`src/sv/ple_pkg.sv`:
```
// Shared types and constants for the positional list engine.
// No dependencies; imported by the top level.
package ple_pkg;

  localparam int unsigned CAPACITY = 16;                         // list slots
  localparam int unsigned AddrW    = $clog2(CAPACITY);           // entry index
  localparam int unsigned CntW     = $clog2(CAPACITY + 1);       // 0..CAPACITY
  localparam int unsigned PosW     = 5;
  localparam int unsigned ValW     = 32;
  localparam int unsigned ActW     = 2;
  localparam int unsigned StatW    = 2;
  localparam int unsigned IdxOutW  = 5;
  localparam int unsigned CntOutW  = 5;
  localparam int unsigned CmpW     = (PosW > CntW) ? PosW : CntW;

  // Slave tdata: position, value, padded to whole bytes
  localparam int unsigned InFieldW = PosW + ValW;
  localparam int unsigned InDataW  = ((InFieldW + 7) / 8) * 8;
  // Master tdata: status, found_index, entry_count, padded to whole bytes
  localparam int unsigned OutFieldW = StatW + IdxOutW + CntOutW;
  localparam int unsigned OutDataW  = ((OutFieldW + 7) / 8) * 8;

  localparam logic [IdxOutW-1:0] IDX_NONE = '1;  // -1

  typedef enum logic [ActW-1:0] {
    ACT_INSERT = 2'd0,
    ACT_REMOVE = 2'd1,
    ACT_FIND   = 2'd2
  } action_e;

  typedef enum logic [StatW-1:0] {
    ST_OK       = 2'd0,
    ST_BADPOS   = 2'd1,
    ST_FULL     = 2'd2,
    ST_NOTFOUND = 2'd3
  } status_e;

  typedef enum logic [2:0] {
    S_IDLE,
    S_MOVE,
    S_PUT,
    S_FIND,
    S_RESP
  } state_e;

endpackage

```
`src/sv/positional_list_engine.sv`:
```
// Positional list engine: an ordered list of up to CAPACITY signed 32-bit values
// held in a small entry RAM. Each request transfer (tuser = action, tdata = position
// and value) gives exactly one response transfer with status, found index and entry
// count. One request is worked on at a time. The next is taken once the current
// response has been loaded into the output register, so it may start while that
// response still waits there. The entry RAM has one read and one write port, so one
// entry moves or is compared per cycle. With n entries, an insert at position p shifts
// entries p..n-1 up one place, highest first, then writes the new value; a remove
// pulls entries p+1..n-1 down, lowest first; a find compares entries from index 0
// upward until the first match or the end of the list. Rejected requests go
// straight to the response state.
// Depends on ple_pkg and ple_ram.
module positional_list_engine
  import ple_pkg::*;
(
  input  logic                clk_i,
  input  logic                rst_ni,
  // Request stream
  input  logic                s_axis_tvalid_i,
  output logic                s_axis_tready_o,
  input  logic [InDataW-1:0]  s_axis_tdata_i,   // [4:0] position, [36:5] value
  input  logic [ActW-1:0]     s_axis_tuser_i,   // [1:0] action
  // Response stream
  output logic                m_axis_tvalid_o,
  input  logic                m_axis_tready_i,
  output logic [OutDataW-1:0] m_axis_tdata_o    // [1:0] status, [6:2] found_index,
                                                // [11:7] entry_count
);

  // ---------------------------------------------------------------------------
  // Request unpacking
  // ---------------------------------------------------------------------------
  logic [PosW-1:0] in_pos;
  logic [ValW-1:0] in_val;
  logic [ActW-1:0] in_act;

  assign in_pos = s_axis_tdata_i[PosW-1:0];
  assign in_val = s_axis_tdata_i[PosW +: ValW];
  assign in_act = s_axis_tuser_i;

  // ---------------------------------------------------------------------------
  // State
  // ---------------------------------------------------------------------------
  state_e              state_q, state_d;
  logic [CntW-1:0]     count_q, count_d;
  logic [PosW-1:0]     pos_q, pos_d;
  logic [ValW-1:0]     val_q, val_d;
  logic                ins_q, ins_d;      // walk belongs to an insert (shift up)
  logic [AddrW-1:0]    ptr_q, ptr_d;      // next read address
  logic [CntW-1:0]     left_q, left_d;    // reads still to issue
  logic                pend_q, pend_d;    // read data arrives this cycle
  logic [AddrW-1:0]    wa_q, wa_d;        // write address for pending data / find index
  status_e             res_st_q, res_st_d;
  logic [IdxOutW-1:0]  res_idx_q, res_idx_d;
  logic                out_vld_q, out_vld_d;
  logic [OutDataW-1:0] out_data_q, out_data_d;

  // RAM port
  logic             ram_we, ram_re;
  logic [AddrW-1:0] ram_waddr, ram_raddr;
  logic [ValW-1:0]  ram_wdata, ram_rdata;

  ple_ram #(
    .Depth (CAPACITY),
    .Width (ValW)
  ) u_ram (
    .clk_i   (clk_i),
    .we_i    (ram_we),
    .waddr_i (ram_waddr),
    .wdata_i (ram_wdata),
    .re_i    (ram_re),
    .raddr_i (ram_raddr),
    .rdata_o (ram_rdata)
  );

  // Position against count, at a common width
  logic [CmpW-1:0] pos_c, cnt_c;
  assign pos_c = CmpW'(in_pos);
  assign cnt_c = CmpW'(count_q);

  assign s_axis_tready_o = (state_q == S_IDLE);
  assign m_axis_tvalid_o = out_vld_q;
  assign m_axis_tdata_o  = out_data_q;

  // ---------------------------------------------------------------------------
  // Sequencer
  // ---------------------------------------------------------------------------
  always_comb begin
    state_d    = state_q;
    count_d    = count_q;
    pos_d      = pos_q;
    val_d      = val_q;
    ins_d      = ins_q;
    ptr_d      = ptr_q;
    left_d     = left_q;
    pend_d     = 1'b0;
    wa_d       = wa_q;
    res_st_d   = res_st_q;
    res_idx_d  = res_idx_q;
    out_vld_d  = out_vld_q;
    out_data_d = out_data_q;

    ram_we    = 1'b0;
    ram_waddr = wa_q;
    ram_wdata = ram_rdata;
    ram_re    = 1'b0;
    ram_raddr = ptr_q;

    // response register drains independently
    if (out_vld_q && m_axis_tready_i) begin
      out_vld_d = 1'b0;
    end

    case (state_q)
      S_IDLE: begin
        if (s_axis_tvalid_i) begin
          pos_d     = in_pos;
          val_d     = in_val;
          res_idx_d = IDX_NONE;
          res_st_d  = ST_BADPOS;
          state_d   = S_RESP;
          case (in_act)
            ACT_INSERT: begin
              if (pos_c > cnt_c) begin
                res_st_d = ST_BADPOS;
              end else if (count_q == CntW'(CAPACITY)) begin
                res_st_d = ST_FULL;
              end else begin
                // shift entries p..n-1 up, highest first
                ins_d   = 1'b1;
                ptr_d   = AddrW'(count_q - 1'b1);
                left_d  = CntW'(cnt_c - pos_c);
                state_d = S_MOVE;
              end
            end
            ACT_REMOVE: begin
              if (pos_c >= cnt_c) begin
                res_st_d = ST_BADPOS;
              end else begin
                // pull entries p+1..n-1 down, lowest first
                ins_d   = 1'b0;
                ptr_d   = AddrW'(pos_c + 1'b1);
                left_d  = CntW'(cnt_c - pos_c - 1'b1);
                state_d = S_MOVE;
              end
            end
            ACT_FIND: begin
              ptr_d   = '0;
              left_d  = count_q;
              state_d = S_FIND;
            end
            default: begin
              res_st_d = ST_BADPOS;
            end
          endcase
        end
      end

      S_MOVE: begin
        // read ahead one entry, write back the one read last cycle
        ram_we = pend_q;
        if (left_q != '0) begin
          ram_re = 1'b1;
          pend_d = 1'b1;
          wa_d   = ins_q ? AddrW'(ptr_q + 1'b1) : AddrW'(ptr_q - 1'b1);
          ptr_d  = ins_q ? AddrW'(ptr_q - 1'b1) : AddrW'(ptr_q + 1'b1);
          left_d = CntW'(left_q - 1'b1);
        end else if (ins_q) begin
          state_d = S_PUT;
        end else begin
          count_d  = CntW'(count_q - 1'b1);
          res_st_d = ST_OK;
          state_d  = S_RESP;
        end
      end

      S_PUT: begin
        ram_we    = 1'b1;
        ram_waddr = AddrW'(pos_q);
        ram_wdata = val_q;
        count_d   = CntW'(count_q + 1'b1);
        res_st_d  = ST_OK;
        state_d   = S_RESP;
      end

      S_FIND: begin
        if (pend_q && (ram_rdata == val_q)) begin
          res_st_d  = ST_OK;
          res_idx_d = IdxOutW'(wa_q);
          state_d   = S_RESP;
        end else if (left_q != '0) begin
          ram_re = 1'b1;
          pend_d = 1'b1;
          wa_d   = ptr_q;
          ptr_d  = AddrW'(ptr_q + 1'b1);
          left_d = CntW'(left_q - 1'b1);
        end else if (!pend_q) begin
          res_st_d  = ST_NOTFOUND;
          res_idx_d = IDX_NONE;
          state_d   = S_RESP;
        end
      end

      S_RESP: begin
        // wait for the output register to be free
        if (!out_vld_q || m_axis_tready_i) begin
          out_vld_d  = 1'b1;
          out_data_d = OutDataW'({CntOutW'(count_q), res_idx_q, res_st_q});
          state_d    = S_IDLE;
        end
      end

      default: begin
        state_d = S_IDLE;
      end
    endcase
  end

  always_ff @(posedge clk_i or negedge rst_ni) begin
    if (!rst_ni) begin
      state_q   <= S_IDLE;
      count_q   <= '0;
      pend_q    <= 1'b0;
      out_vld_q <= 1'b0;
    end else begin
      state_q   <= state_d;
      count_q   <= count_d;
      pend_q    <= pend_d;
      out_vld_q <= out_vld_d;
    end
  end

  always_ff @(posedge clk_i) begin
    pos_q      <= pos_d;
    val_q      <= val_d;
    ins_q      <= ins_d;
    ptr_q      <= ptr_d;
    left_q     <= left_d;
    wa_q       <= wa_d;
    res_st_q   <= res_st_d;
    res_idx_q  <= res_idx_d;
    out_data_q <= out_data_d;
  end

  // ---------------------------------------------------------------------------
  // Checks
  // ---------------------------------------------------------------------------
`ifndef SYNTHESIS
  a_count_bound: assert property (@(posedge clk_i) disable iff (!rst_ni)
    count_q <= CntW'(CAPACITY))
    else $error("entry count above capacity");

  a_no_rw_clash: assert property (@(posedge clk_i) disable iff (!rst_ni)
    !(ram_we && ram_re && (ram_waddr == ram_raddr)))
    else $error("read and write to the same entry in one cycle");

  a_count_at_resp: assert property (@(posedge clk_i) disable iff (!rst_ni)
    (count_q != $past(count_q)) |-> (state_q == S_RESP))
    else $error("entry count changed outside request completion");
`endif

endmodule

```
`src/sv/ple_ram.sv`:
```
// Generic simple dual-port RAM: one write and one registered read per cycle.
// No package dependencies.
module ple_ram #(
  parameter int unsigned Depth = 16,
  parameter int unsigned Width = 32
) (
  input  logic                     clk_i,
  input  logic                     we_i,
  input  logic [$clog2(Depth)-1:0] waddr_i,
  input  logic [Width-1:0]         wdata_i,
  input  logic                     re_i,
  input  logic [$clog2(Depth)-1:0] raddr_i,
  output logic [Width-1:0]         rdata_o
);

  logic [Width-1:0] mem [Depth];
  logic [Width-1:0] rdata_q;

  always_ff @(posedge clk_i) begin
    if (we_i) begin
      mem[waddr_i] <= wdata_i;
    end
  end

  always_ff @(posedge clk_i) begin
    if (re_i) begin
      rdata_q <= mem[raddr_i];
    end
  end

  assign rdata_o = rdata_q;

endmodule
```
`config.mk`:
```
export PLATFORM = sky130hd
export DESIGN_NAME = positional_list_engine
export DESIGN_NICKNAME = d
export VERILOG_FILES = /design/src/sv/ple_pkg.sv /design/src/sv/positional_list_engine.sv /design/src/sv/ple_ram.sv
export SDC_FILE = /design/constraint.sdc
export NUM_CORES = 1
export LEC_CHECK = 0
export BUFFER_PORTS_ARGS = -buffer_cell sky130_fd_sc_hd__buf_2
export CAP_MARGIN = 20
export CORE_UTILIZATION = 55
export DETAILED_ROUTE_END_ITERATION = 12
export GPL_ROUTABILITY_DRIVEN = 0
export GPL_TIMING_DRIVEN = 1
export HOLD_SLACK_MARGIN = 0.05
export PLACE_DENSITY_LB_ADDON = 0.25
export SYNTH_ARGS = -nofsm -noshare
export SYNTH_HDL_FRONTEND = slang
export SYNTH_HIERARCHICAL = 1
export SYNTH_SLANG_ARGS = --single-unit
```
`constraint.sdc`:
```
create_clock -name clk_i -period 9 [get_ports clk_i]
set_input_delay 1.8 -clock clk_i [delete_from_list [all_inputs] [get_ports clk_i]]
set_output_delay 1.8 -clock clk_i [all_outputs]
set_load 0.01 [all_outputs]
```
After elaboration in Yosys (flattened, before gate mapping)
Memories as Yosys holds them, arrays and structs flattened. A register that Yosys moved wholly into a read port is not among the register bits.
Index checks and enable logic that the tools add are counted.

storage, ports and cells
  memory bits (writable) = 512
  output and inout port bits = 18
  memories = 1
  register bits = 79
  word-level logic and storage cells = 139

memory list
  name       depth  bits a word  rd ports  clocked after memory_dff  write ports  line           RTL
  u_ram.mem  16     32           1         1                         1            ple_ram.sv:16  logic [Width-1:0] mem [Depth];

operators by class
  eq/ne operators = 24
  $lt $le $gt $ge = 2
  $add $sub $neg = 8
  reduce and logical (&&, ||, !) cells = 23
  mux-type cells = 68

operators with widths
  operator               count
  $mux W5                12
  $mux W4                13
  $eq A32 B32 Y1         1
  $mux W32               1
  $mux W3                10
  $pmux W5 S3            2
  $pmux W4 S3            2
  $ne A2 B2 Y1 const B   10
  $pmux W5 S2            2
  $mux W2                9
  $ne A3 B3 Y1 const B   5
  $pmux W3 S5            1
  $sub A5 B1 Y5 const B  3
  $reduce_and A6 Y1      2
  $mux W1                10
  $pmux W3 S3            1
  $reduce_and A9 Y1      1
  $add A4 B1 Y4 const B  2
  $pmux W2 S4            1
  $pmux W4 S2            1
  $reduce_and A4 Y1      2
  $reduce_bool A2 Y1     4
  $reduce_and A7 Y1      1
  $eq A3 B2 Y1 const B   2
  other kinds (23)       27

Depth between registers and ports, before layout
Gate-level depths: netlist of the first run.

  depth after elaboration = 6
  gate-level depth with buffers = 9

Hierarchy
Netlist of the first run, hierarchy kept.

modules (own cells, without submodules)
  module                  area each (um^2)  sequential area each (um^2)  cells each  instances
  ple_ram                 20155.6           16335.7                      838         1
  positional_list_engine  4598.2            2322.2                       395         1

Least setup slack after synthesis of the first run
OpenSTA, ideal clock, no wires.

  path type = register -> register
  start point = register state_q[0]
  end point = memory u_ram.mem[0][0], enable pin
  required time = 8539 ps
  cell stages (with the launch flop) = 9
  arrival time = 4365 ps
  clock period less this slack = 4826 ps
  slack = 4174 ps
  setup time = 461 ps
  path buffers = 3
  cell sequence = dfrtp_1 -> buf_2 -> nand2b_1 -> nor2_1 -> buf_2 -> buf_2 -> mux2_1 -> or3b_2 -> nor3_1

between the ends
  elaborated cells on any way between the ends = 6

RTL lines
  element                 line                           RTL
  from (decl)             positional_list_engine.sv:44   state_e state_q, state_d;
  from (signal assigned)  positional_list_engine.sv:226  state_q <= state_d;
  $eq A3 B2 Y1            positional_list_engine.sv:114  case (state_q)
  $mux W4                 positional_list_engine.sv:114
  via ram_waddr[2]        positional_list_engine.sv:60   logic [AddrW-1:0] ram_waddr, ram_raddr;
  to (decl)               ple_ram.sv:16

The timed path passes the listed nets, and every way through them passes these cells.

Worst setup path in the final report of the first run
  start point = register state_q[2]
  end point = output port s_axis_tready_o

between the ends
  cells in the longest elaborated chain, start to end = 1

RTL lines
  element           line                          RTL
  $logic_not A3 Y1  positional_list_engine.sv:81  assign s_axis_tready_o = (state_q == S_IDLE);
  to (decl)         positional_list_engine.sv:20  output logic s_axis_tready_o,

No other way between the ends.

==> metrics.md, run 1 <==
| Metric | Value |
|---|---|
| Synth Register Bits | `623` |
| Via count | `between 10000 and 15000` |
| RSZ-0062 raised after global routing | `false` |
| GRT overflow | `0` |
| Core ar. | `around 44000 um^2` |
| Crit path time final | `approximately 4000 ps` |
| Maximum vdd drop | `roughly 0.18 mV` |
| Share of layout cells above drive strength 1 | `~26%` |
| Ant diodes | `0` |
| Synth-to-Final Area Change | `12.32%` |
| Post-Route WL | `52970 um` |
| WL/cell | `26.99 um` |
| Hold WS | `~420 ps` |
| Crit Path Max Fanout | `16` |
| Final hold vios | `0` |
| PostCTS Resize Cnt | `0` |
| Setup CP Type | `reg2out` |
| Die Wd | `between 200 and 250 um` |
| Post-Place Cell Area | `~26000 um^2` |
| Via/cell ratio | `approximately 6.1` |
| Final Net Count | `1389` |
| Drt drc | `0` |
| Final setup fails | `0` |
| Final worst path period share | `45.15%` |
| Max-cap violations | `0` |
| Final Instance Count excl. Fillers | `1963` |
| # Post-CTS Setup Buffers | `0` |
| CTS sink cnt | `~620` |
| Vias in the first global route | `around 12000` |
| Slew @ Worst Pin | `1032 ps` |
| Crit end category | `primary output` |
| Largest net degree at the start of global routing | `between 100 and 150` |
| Arr. time, crit path | `around 2300 ps` |
| Post-synth EDFFs | `613` |
| Fill cell count | `a little over 3000` |
| Post-synth top area share | `74.36%` |
| DP HPWL | `27010 um` |
| CTS root buffer | `clkbuf_16` |
| TritonCTS Buffers | `61` |
| FF/Latch Area | `~19000 um^2` |
| Worst min path class | `reg2reg` |
| Iteration-0 DRC Markers | `approximately 1100` |
| First-pass GRT wire length | `between 70000 and 80000 um` |
| Die area | `45860 um^2` |
| Height of the die | `between 200 and 250 um` |
| Antenna violations before repair | `0` |
| CP Data Required Time | `~7000 ps` |
| Final Max Slew Viols | `0` |
| Remaining antenna violation count after routing | `0` |
| H-tree depth | `2` |
| I/O pin count | `64` |
| Crit path cell chain | `nor3_1 > buf_2` |
| Synth area leaders | `edfxtp_1 (74%), mux4_2 (12%), a22oi_1 (2.0%)` |
| Leak | `slightly above 9 nW` |
| Slowest stage cell, crit path | `nor3_1` |
| Initial Utilization | `a little under three fifths` |
| Placed Cells | `between 1500 and 2000` |
| Main synth FF type | `edfxtp_1` |
| Final setup TNS | `0 ps` |
| Post-synth cell types | `57` |
| F_max | `about 250 MHz` |
| Async set-or-reset flop fraction in the synthesized netlist | `1.605%` |
| PortBufs | `56` |
| Synthesized instance count | `~1200` |
| Gr usage total | `between 20% and 30%` |
| Clk slew on worst S/H paths | `~60 ps` |
| Cell Rows | `77` |
| DRT Pass-1 Iters | `5` |
| Area of the multi-input gates | `between 5000 and 6000 um^2` |
| Final non-filler cell area | `approximately 28000 um^2` |
| Sequential area share after synthesis | `between 70 and 80%` |
| Final clock skew | `approximately 24 ps` |
| Power density over the cells | `201.5 nW/um^2` |
| CTS tree | `yes` |
| Status | `complete, no violations` |
| Slew headroom | `around 31%` |
| Hold_buf cts | `0` |
| CP startpoint kind | `register` |
| Clock latency at the later pin of the worst-skew pair | `approximately 640 ps` |
| Crit-path max cell delay | `790 ps` |
| Mapped cell area | `between 20000 and 25000 um^2` |
| Largest area contributor in the netlist | `edfxtp_1` |
| Mean Syn Cell Area | `about 20 um^2` |
| Buffer depth of the longest clock path | `3` |
| Yosys Warn Count | `6` |
routing by layer:
layer / vias up / track usage, % / share of wire, %
li1: 5230 / - / -
met1: 6252 / 33.83 / 41
met2: 479 / 37.89 / 49
met3: 87 / 3.390 / 7.7
met4: 0 / 7.024 / 2.3
met5: - / 0 / 0
power by group:
part | switching, mW | internal (mW)
combinational | 0.0213 | 0.0153
sequential | 0.00000000000000000855 | 3.14
clock | 1.06 | 1.37
cell usage after synthesis, drive strengths merged (2+ instances only):
cell	number
edfxtp	613
mux4	128
a22oi	65
nand2	54
xor2	39
buf	37
mux2	37
nor2	35
clkbuf	24
inv	20
o21ai	19
ha	18
a21oi	17
nand2b	12
nand3	11
nor3	11
xnor2	11
dfrtp	10
nor4	10
o22ai	6
nand3b	5
mux2i	4
nand4	4
nor2b	4
a2111oi	3
a211oi	3
a311oi	3
and2	3
and3	3
o31ai	3
or2	3
a21boi	2
and4	2
o21bai	2
path summary, 6_finish.rpt:
path | startpoint | to | slack (ps) | cells after the start
max reg2reg | state_q[1] | u_ram/mem[10][3] | 5020 | 6
max | state_q[2] | s_axis_tready_o | 4940 | 2
min reg2reg | res_idx_q[0] | m_axis_tdata_o[2] | 420 | 0
min in group asynchronous | rst_ni | cnt_c[3] | 1060 | 1
max in group asynchronous | rst_ni | pend_q | 7690 | 1
min | res_idx_q[0] | m_axis_tdata_o[2] | 420 | 0
layout by cell type, fill, tap and decap left out, types with 5 or more instances in the layout:
| cell | count |
|---|---|
| dfrtp_1 | 10 |
| nand2b_1 | 12 |
| nand3_1 | 11 |
| o21ai_0 | 12 |
| mux2_2 | 29 |
| clkbuf_1 | 16 |
| o22ai_1 | 5 |
| clkinv_2 | 8 |
| inv_1 | 19 |
| ha_1 | 18 |
| nor2_4 | 14 |
| a21oi_1 | 16 |
| nor4_1 | 8 |
| o21ai_1 | 7 |
| buf_4 | 25 |
| mux2_1 | 8 |
| clkinv_1 | 14 |
| nor2_1 | 19 |
| buf_2 | 56 |
| edfxtp_1 | 613 |
| nor3_2 | 5 |
| clkbuf_16 | 61 |
| nand3b_1 | 5 |
| mux4_2 | 128 |
| a22oi_1 | 65 |
| xor2_1 | 39 |
| xnor2_1 | 11 |
| nor3_1 | 6 |
| nand2_1 | 54 |
sequential cells by signal, summed over array words and instances, names as in the netlist, 2 cells and up:
signal	count
u_ram/mem	512
u_ram/rdata_o	32
val_q	32
m_axis_tdata_o	12
cnt_c	5
left_q	5
res_idx_q	5
pos_q	4
ptr_q	4
wa_q	4
state_q	3
res_st_q	2
final cells by class:
cell class	instances	share of cell area, %
clock buffers	78	5.756
clock inverters	32	1.067
inverters	20	0.2700
multi-input cells	532	21.20
flip-flops and latches	623	67.10
well taps	592	2.664
repair buffers	86	1.935
worst max-delay path: cells and delay by family, from the launching register on:
kind / cells / cell delay [ps]
flops: 1 / 580
simple gates: 1 / 790
buf+inv: 1 / 260
logic make-up after synthesis:
logic type | count (synthesis) | share of synthesized area (%)
flops | 623 | 75.37
fa+ha+maj | 19 | 0.9907
compound gates | 131 | 3.705
xor+xnor | 50 | 1.769
other cells | 1 | 0.01515
simple gates | 159 | 3.159
mux | 169 | 13.49
buf+inv | 81 | 1.496
stage by stage:
stage / total power, mW / util [%] / worst slack [ps]
after floorplan: 3.221 / - / 4174
after global routing: 5.740 / 62.74 / 4896
after global placement: 3.236 / 58.39 / 4495
final: 5.601 / 62.74 / 4936
after detailed placement: 3.237 / 58.39 / 4458
after CTS: 5.640 / 62.67 / 4920
Power figures use the tool's default switching activity.
==> run 2: changes to the inputs <==
--- a/config.mk
+++ b/config.mk
@@ -5,6 +5,7 @@
 export SDC_FILE = /design/constraint.sdc
 export NUM_CORES = 1
 export LEC_CHECK = 0
+export ABC_AREA = 1
 export BUFFER_PORTS_ARGS = -buffer_cell sky130_fd_sc_hd__buf_2
 export CAP_MARGIN = 20
 export CORE_UTILIZATION = 55
==> constraint.sdc (replaced) <==
create_clock -name clk_i -period 4.2 [get_ports clk_i]
set_input_delay 0.84 -clock clk_i [delete_from_list [all_inputs] [get_ports clk_i]]
set_output_delay 0.84 -clock clk_i [all_outputs]
set_load 0.01 [all_outputs]
==> run 2 against run 1 <==
Against the previous run:
- register-to-register slack worse by 4300 ps
- area after synthesis is 13% higher
- flip-flop and latch count stayed put
- power grew to 3.8 times the previous value
- sequential share of layout area is 6.6 points lower
- highest routed layer unchanged
- largest power group unchanged
- design area is 11% higher
- cell count is 76% higher
==> metrics.md, run 2 <==
| Metric | Value |
|---|---|
| Status | `complete, no violations` |
| Crit-path max cell delay | `a little over 700 ps` |
| Worst min path class | `in2async` |
| Async set-or-reset flop fraction in the synthesized netlist | `1.605%` |
| Via count | `18560` |
| Iteration-0 DRC Markers | `1901` |
| CTS sink cnt | `623` |
| Mapped cell area | `between 20000 and 30000 um^2` |
| Post-layout util | `roughly three fifths` |
| Arr. time, crit path | `3730 ps` |
| CTS tree | `yes` |
| Slew headroom | `around a quarter` |
| Antenna violations before repair | `0` |
| Buffer depth of the longest clock path | `3` |
| Synthesized instance count | `~2700` |
| Final worst path period share | `between 80% and 90%` |
| Remaining antenna violation count after routing | `0` |
| PostCTS Resize Cnt | `0` |
| CP startpoint kind | `register` |
| Crit path time final | `between 3000 and 4000 ps` |
| Cell Rows | `between 80 and 90` |
| Sequential area share after synthesis | `66.99%` |
| Largest reg by FF count | `u_ram/mem` |
| Leak | `between 10 and 15 nW` |
| Via/cell ratio | `5.370` |
| GRT overflow | `0` |
| Clk slew on worst S/H paths | `60 ps` |
| Vias in the first global route | `roughly 18000` |
| Clock latency at the later pin of the worst-skew pair | `about 600 ps` |
| Hold_buf cts | `0` |
| Final clock skew | `24.88 ps` |
| Final Net Count | `~2800` |
| Height of the die | `~230 um` |
| Final hold vios | `0` |
| Max-cap violations | `0` |
| Slowest stage cell, crit path | `nor2_4` |
| Share of layout cells above drive strength 1 | `under 10%` |
| Setup WS pre-CTS | `792.7 ps` |
| Power density over the cells | `695.9 nW/um^2` |
| Crit Path Max Fanout | `17` |
| Crit path cell chain | `inv_1 > nor2_4 > nand2_2 > inv_1 > o21ai_0 > nand3_1 > nor2_4 > buf_4` |
| Final setup TNS | `0 ps` |
| Hold WS | `116.8 ps` |
| F_max | `between 200 and 300 MHz` |
| CP Data Required Time | `about 4500 ps` |
| Synth Register Bits | `around 620` |
| Setup WS post-layout | `730.0 ps` |
| Die area | `a little over 50000 um^2` |
| Final non-filler cell area | `between 30000 and 40000 um^2` |
| DP HPWL | `approximately 35000 um` |
| Final Max Slew Viols | `0` |
| Initial Utilization | `around 56%` |
| CTS root buffer | `clkbuf_16` |
| Largest net degree at the start of global routing | `133` |
| Buffers & Inverters on Critical Path | `3` |
| I/O pin count | `64` |
| Final setup fails | `0` |
| WL/cell | `~19 um` |
| Die Wd | `227.0 um` |
| Maximum vdd drop | `around 0.59 mV` |
| Top-count cell post-synth | `nand2_1` |
| Post-synth cell types | `47` |
| Slew @ Worst Pin | `around 1100 ps` |
| # Post-CTS Setup Buffers | `0` |
| Ant diodes | `0` |
| TritonCTS Buffers | `67` |
| Synth-to-Final Area Change | `10.62%` |
| Most crowded layer after global routing | `met2` |
| Met3 usage in global routing | `between 4 and 5%` |
| Max reg flops | `just over 500` |
| Gr usage total | `between 20% and 30%` |
| H-tree depth | `3` |
| Crit path max-delay family | `simple AND/OR/NAND/NOR gates` |
| Crit end category | `register` |
| DRT Pass-1 Iters | `5` |
| Met2 GRT Util | `42.76%` |
| RSZ-0062 raised after global routing | `false` |
| Core ar. | `~50000 um^2` |
| Synth cell count leaders | `nand2_1 (863), edfxtp_1 (613), inv_1 (459)` |
| PortBufs | `56` |
| Post-Place Cell Area | `around 29000 um^2` |
| GR Util met1 | `between 30% and 40%` |
| Commonest non-fill, non-tap cell in the layout | `nand2_1` |
| Setup CP Type | `reg2reg` |
| Post-synth top area share | `66.09%` |
| Mean Syn Cell Area | `approximately 10 um^2` |
| Post-Route WL | `around 65000 um` |
| Most frequent cells in the layout | `nand2_1 (863), edfxtp_1 (613), inv_1 (456), nand3_1 (412), clkbuf_16 (68)` |
| Largest area contributor in the netlist | `edfxtp_1` |
| Drt drc | `0` |
| Post-synth EDFFs | `~610` |
| Yosys Warn Count | `6` |
| Synth area leaders | `edfxtp_1 (66%), nand2_1 (12%), nand3_1 (7.4%)` |
| Main synth FF type | `edfxtp_1` |
| First-pass GRT wire length | `~100000 um` |
[run 2: worst paths after layout]
kind                                    startpoint                end  slack, ps  cells past startpoint
min in group clk_i              s_axis_tdata_i[33]          val_q[28]        410                      1
worst max register to register          state_q[1]   u_ram/mem[15][8]        730                      8
worst min-delay path                        rst_ni             pend_q        120                      1
worst max-delay path                    state_q[1]   u_ram/mem[15][8]        730                      8
worst min register to register        res_idx_q[3]  m_axis_tdata_o[5]        420                      0
max in group asynchronous                   rst_ni           cnt_c[0]       3840                      1
[run 2: per-stage QoR]
stage / total power [mW] / std cells
after floorplan: 13.91 / 2682
after global placement: 15.64 / 3338
after detailed placement: 15.86 / 3339
after CTS: 21.48 / 3456
after global routing: 22.59 / 3456
final: 21.44 / 3456
[run 2: report_power, final]
part | internal (mW) | switching [mW] | leakage (nW)
combinational | 1.94 | 5.20 | 6.41
clock | 3.27 | 2.32 | 1.01
sequential | 8.38 | 0.324 | 5.65
total | 13.6 | 7.84 | 13.1
[run 2: per-layer routing]
metal	vias up	wire [um]	share of wire (%)
met3	133	5119	7.9
li1	8790	-	-
met2	773	31280	48
met5	-	0	0
met4	0	1803	2.8
met1	8861	26910	41
[run 2: area by class of cell]
cell class | instances | area [um^2]
Fill cell | 3979 | 19260
Tap cell | 672 | 840.8
Sequential cell | 623 | 18660
Inverter | 465 | 1755
Clock buffer | 78 | 1739
Multi-Input combinational cell | 1475 | 6790
Timing Repair Buffer | 104 | 690.7
Clock inverter | 39 | 337.8
[run 2: logic make-up (layout without fill, tap and decap cells)]
logic type,after synthesis,in the layout,synth area share (%)
simple gates,1352,1352,20.47
flops,623,623,66.99
xor+xnor,39,39,1.253
compound gates,61,61,1.267
other cells,1,4,0.01346
fa+ha+maj,19,19,0.8805
buf+inv,584,686,9.133
==> run 3: changes to the inputs <==
==> constraint.sdc (replaced) <==
create_clock -name clk_i -period 2.9 [get_ports clk_i]
set_input_delay 0.58 -clock clk_i [delete_from_list [all_inputs] [get_ports clk_i]]
set_output_delay 0.58 -clock clk_i [all_outputs]
set_load 0.01 [all_outputs]
==> run 3 against run 2 <==
Against the previous run:
- clock skew decreased by 5.6 ps
- sequential share of layout area is 1.2 points lower
- via count is 1.6% higher
- flip-flop and latch count did not move
- core utilization rose by 1.2 points
- design area grew 2.0%
- critical path depth up 3
- power grew 47%
- fmax grew 23%
- critical endpoint is now u_ram/mem[8][6]
==> metrics.md, run 3 (synthesis results as in run 2) <==
| Metric | Value |
|---|---|
| Most frequent cells in the layout | `nand2_1 (861), edfxtp_1 (613), inv_1 (455), nand3_1 (412), buf_4 (75)` |
| Antenna violations before repair | `0` |
| Vias in the first global route | `around 18000` |
| Crit-path max cell delay | `a little over 700 ps` |
| Cell Rows | `82` |
| Max-cap violations | `0` |
| F_max | `about 350 MHz` |
| Final clock skew | `between 15 and 20 ps` |
| Via count | `about 19000` |
| Crit path cell chain | `buf_4 > nor2_4 > inv_4 > nor2_4 > inv_2 > o21ai_0 > buf_4 > nand2_1 > buf_4 > nor2_4 > buf_4` |
| CTS sink cnt | `623` |
| Slew @ Worst Pin | `approximately 1100 ps` |
| Post-layout util | `around 63%` |
| Arr. time, crit path | `between 3000 and 4000 ps` |
| Leak | `~13 nW` |
| Crit Path Max Fanout | `20` |
| Clock latency at the later pin of the worst-skew pair | `slightly above 600 ps` |
| Initial Utilization | `between 50% and 60%` |
| CP startpoint kind | `register` |
| CTS root buffer | `clkbuf_16` |
| Maximum vdd drop | `0.8364 mV` |
| WL/cell | `19.52 um` |
| Worst reg2reg endpoint | `u_ram/mem[8][6]` |
| First-pass GRT wire length | `104100 um` |
| Slowest stage cell, crit path | `nor2_4` |
| Slew headroom | `just under 30%` |
| Via/cell ratio | `~5.4` |
| Worst setup path endpoint | `u_ram/mem[8][6]` |
| Share of layout cells above drive strength 1 | `a little over a tenth` |
| Final hold vios | `0` |
| Clk slew on worst S/H paths | `about 60 ps` |
| Crit path launch | `state_q[2]` |
| Commonest non-fill, non-tap cell in the layout | `nand2_1` |
| Power density over the cells | `about 1000 nW/um^2` |
| Buffer depth of the longest clock path | `3` |
| PortBufs | `56` |
| Gr usage total | `~27%` |
| H-tree depth | `3` |
| FF/Latch Area | `approximately 19000 um^2` |
| Post-Route WL | `~69000 um` |
| Iteration-0 DRC Markers | `between 2000 and 2500` |
| Final worst path period share | `between 90% and 100%` |
| CP Data Required Time | `between 3000 and 4000 ps` |
| Final setup fails | `0` |
| Die area | `between 50000 and 60000 um^2` |
| Crit path time final | `about 2800 ps` |
| Setup CP Type | `reg2reg` |
| R2r setup slk | `roughly 77 ps` |
| Die Wd | `roughly 230 um` |
| RSZ-0062 raised after global routing | `false` |
| Remaining antenna violation count after routing | `0` |
| Status | `complete, no violations` |
| Reg2reg start | `state_q[2]` |
| Min-Delay Startpoint | `s_axis_tdata_i[29]` |
| Largest reg by FF count | `u_ram/mem` |
| Ant diodes | `0` |
| Hold WS | `145.2 ps` |
| Worst min path class | `in2reg` |
| Final Net Count | `~2900` |
| TritonCTS Buffers | `66` |
| I/O pin count | `64` |
| Final Max Slew Viols | `0` |
| Largest net degree at the start of global routing | `130` |
| Crit end category | `register` |
| CTS tree | `yes` |
| Max reg flops | `512` |
| Fill cell count | `around 3900` |
| DP HPWL | `38040 um` |
| GRT overflow | `0` |
| Height of the die | `between 200 and 250 um` |
| DRT Pass-1 Iters | `5` |
| Drt drc | `0` |
| CP dominant cell by count | `buf_4` |
| Synth-to-Final Area Change | `12.87%` |
| Area of the multi-input gates | `slightly below 7000 um^2` |
| Core ar. | `between 50000 and 60000 um^2` |
| Register-to-Register Path Depth | `11` |
-- run 3: changes by cell type in the layout (fill, tap and decap cells not counted), moves of 6 or more --
cell,delta
clkbuf_1,+9
clkinv_1,-6
buf_4,+31
buf_12,+20
-- run 3: worst min-delay path by stage --
stage / end / slack (ps) / depth (start not counted)
final: val_q[24] / 150 / 1
after global routing: val_q[24] / 110 / 1
after CTS: val_q[24] / 100 / 1
after detailed placement: m_axis_tdata_o[0] / 410 / 0
after global placement: m_axis_tdata_o[2] / 400 / 0
after floorplan: cnt_c[0] / 280 / 0
-- run 3: layout make-up --
type | count | share of cell area, %
clock inverters | 30 | 0.8000
repair buffers | 158 | 4.314
flip-flops and latches | 623 | 59.35
well taps | 672 | 2.675
inverters | 465 | 5.584
clock buffers | 87 | 5.640
multi-input cells | 1476 | 21.64
-- run 3: repair_timing --
item / CTS / global route
resized for setup: 1 / 4
setup endpoints to repair: 19 / 94
pin swaps: 2 / 5
gates cloned: 1 / 0
endpoints found under the hold margin: 10 / 0
buffers inserted: 0 / 8
hold buffers: 1 / 0
-- run 3: critical path: cells and delay by family, from the launching register on --
kind | cells | cell delay, ps
and+or+nand+nor | 4 | 1060
buffers and inverters | 6 | 910
DFF | 1 | 410
AOI/OAI and AO/OA | 1 | 150
-- run 3: stage by stage --
| step | setup WS, ps | power (mW) | instances | area, um^2 | setup TNS, ps |
|---|---|---|---|---|---|
| after global placement | 10.45 | 23.30 | 3383 | 29280 | 0 |
| final | 76.63 | 31.61 | 3511 | 31440 | 0 |
| after CTS | 4.834 | 31.61 | 3502 | 31320 | 0 |
| after floorplan | -407.1 | 20.15 | 2682 | 27880 | -155450 |
| after detailed placement | -5.132 | 23.59 | 3383 | 29280 | -35.84 |
| after global routing | 11.66 | 33.21 | 3511 | 31440 | 0 |
-- run 3: per-layer routing --
metal  GRT usage, %  wire length [um]  part of all wire [%]  up-vias
li1               -                 -                     -     8890
met1          36.74             27830                    41     9001
met2          44.89             32950                    48      830
met3          5.408              6004                   8.8      138
met4          8.876              1766                   2.6        0
met5              0                 0                     0        -
-- run 3: power by group --
| part | leakage (nW) | total (mW) | switching [mW] | internal [mW] |
|---|---|---|---|---|
| Sequential | 5.65 | 12.5 | 0.412 | 12.1 |
| Combinational | 6.74 | 11.1 | 7.89 | 3.17 |
| Clock | 0.990 | 8.01 | 3.41 | 4.59 |
| Total | 13.4 | 31.6 | 11.7 | 19.9 |
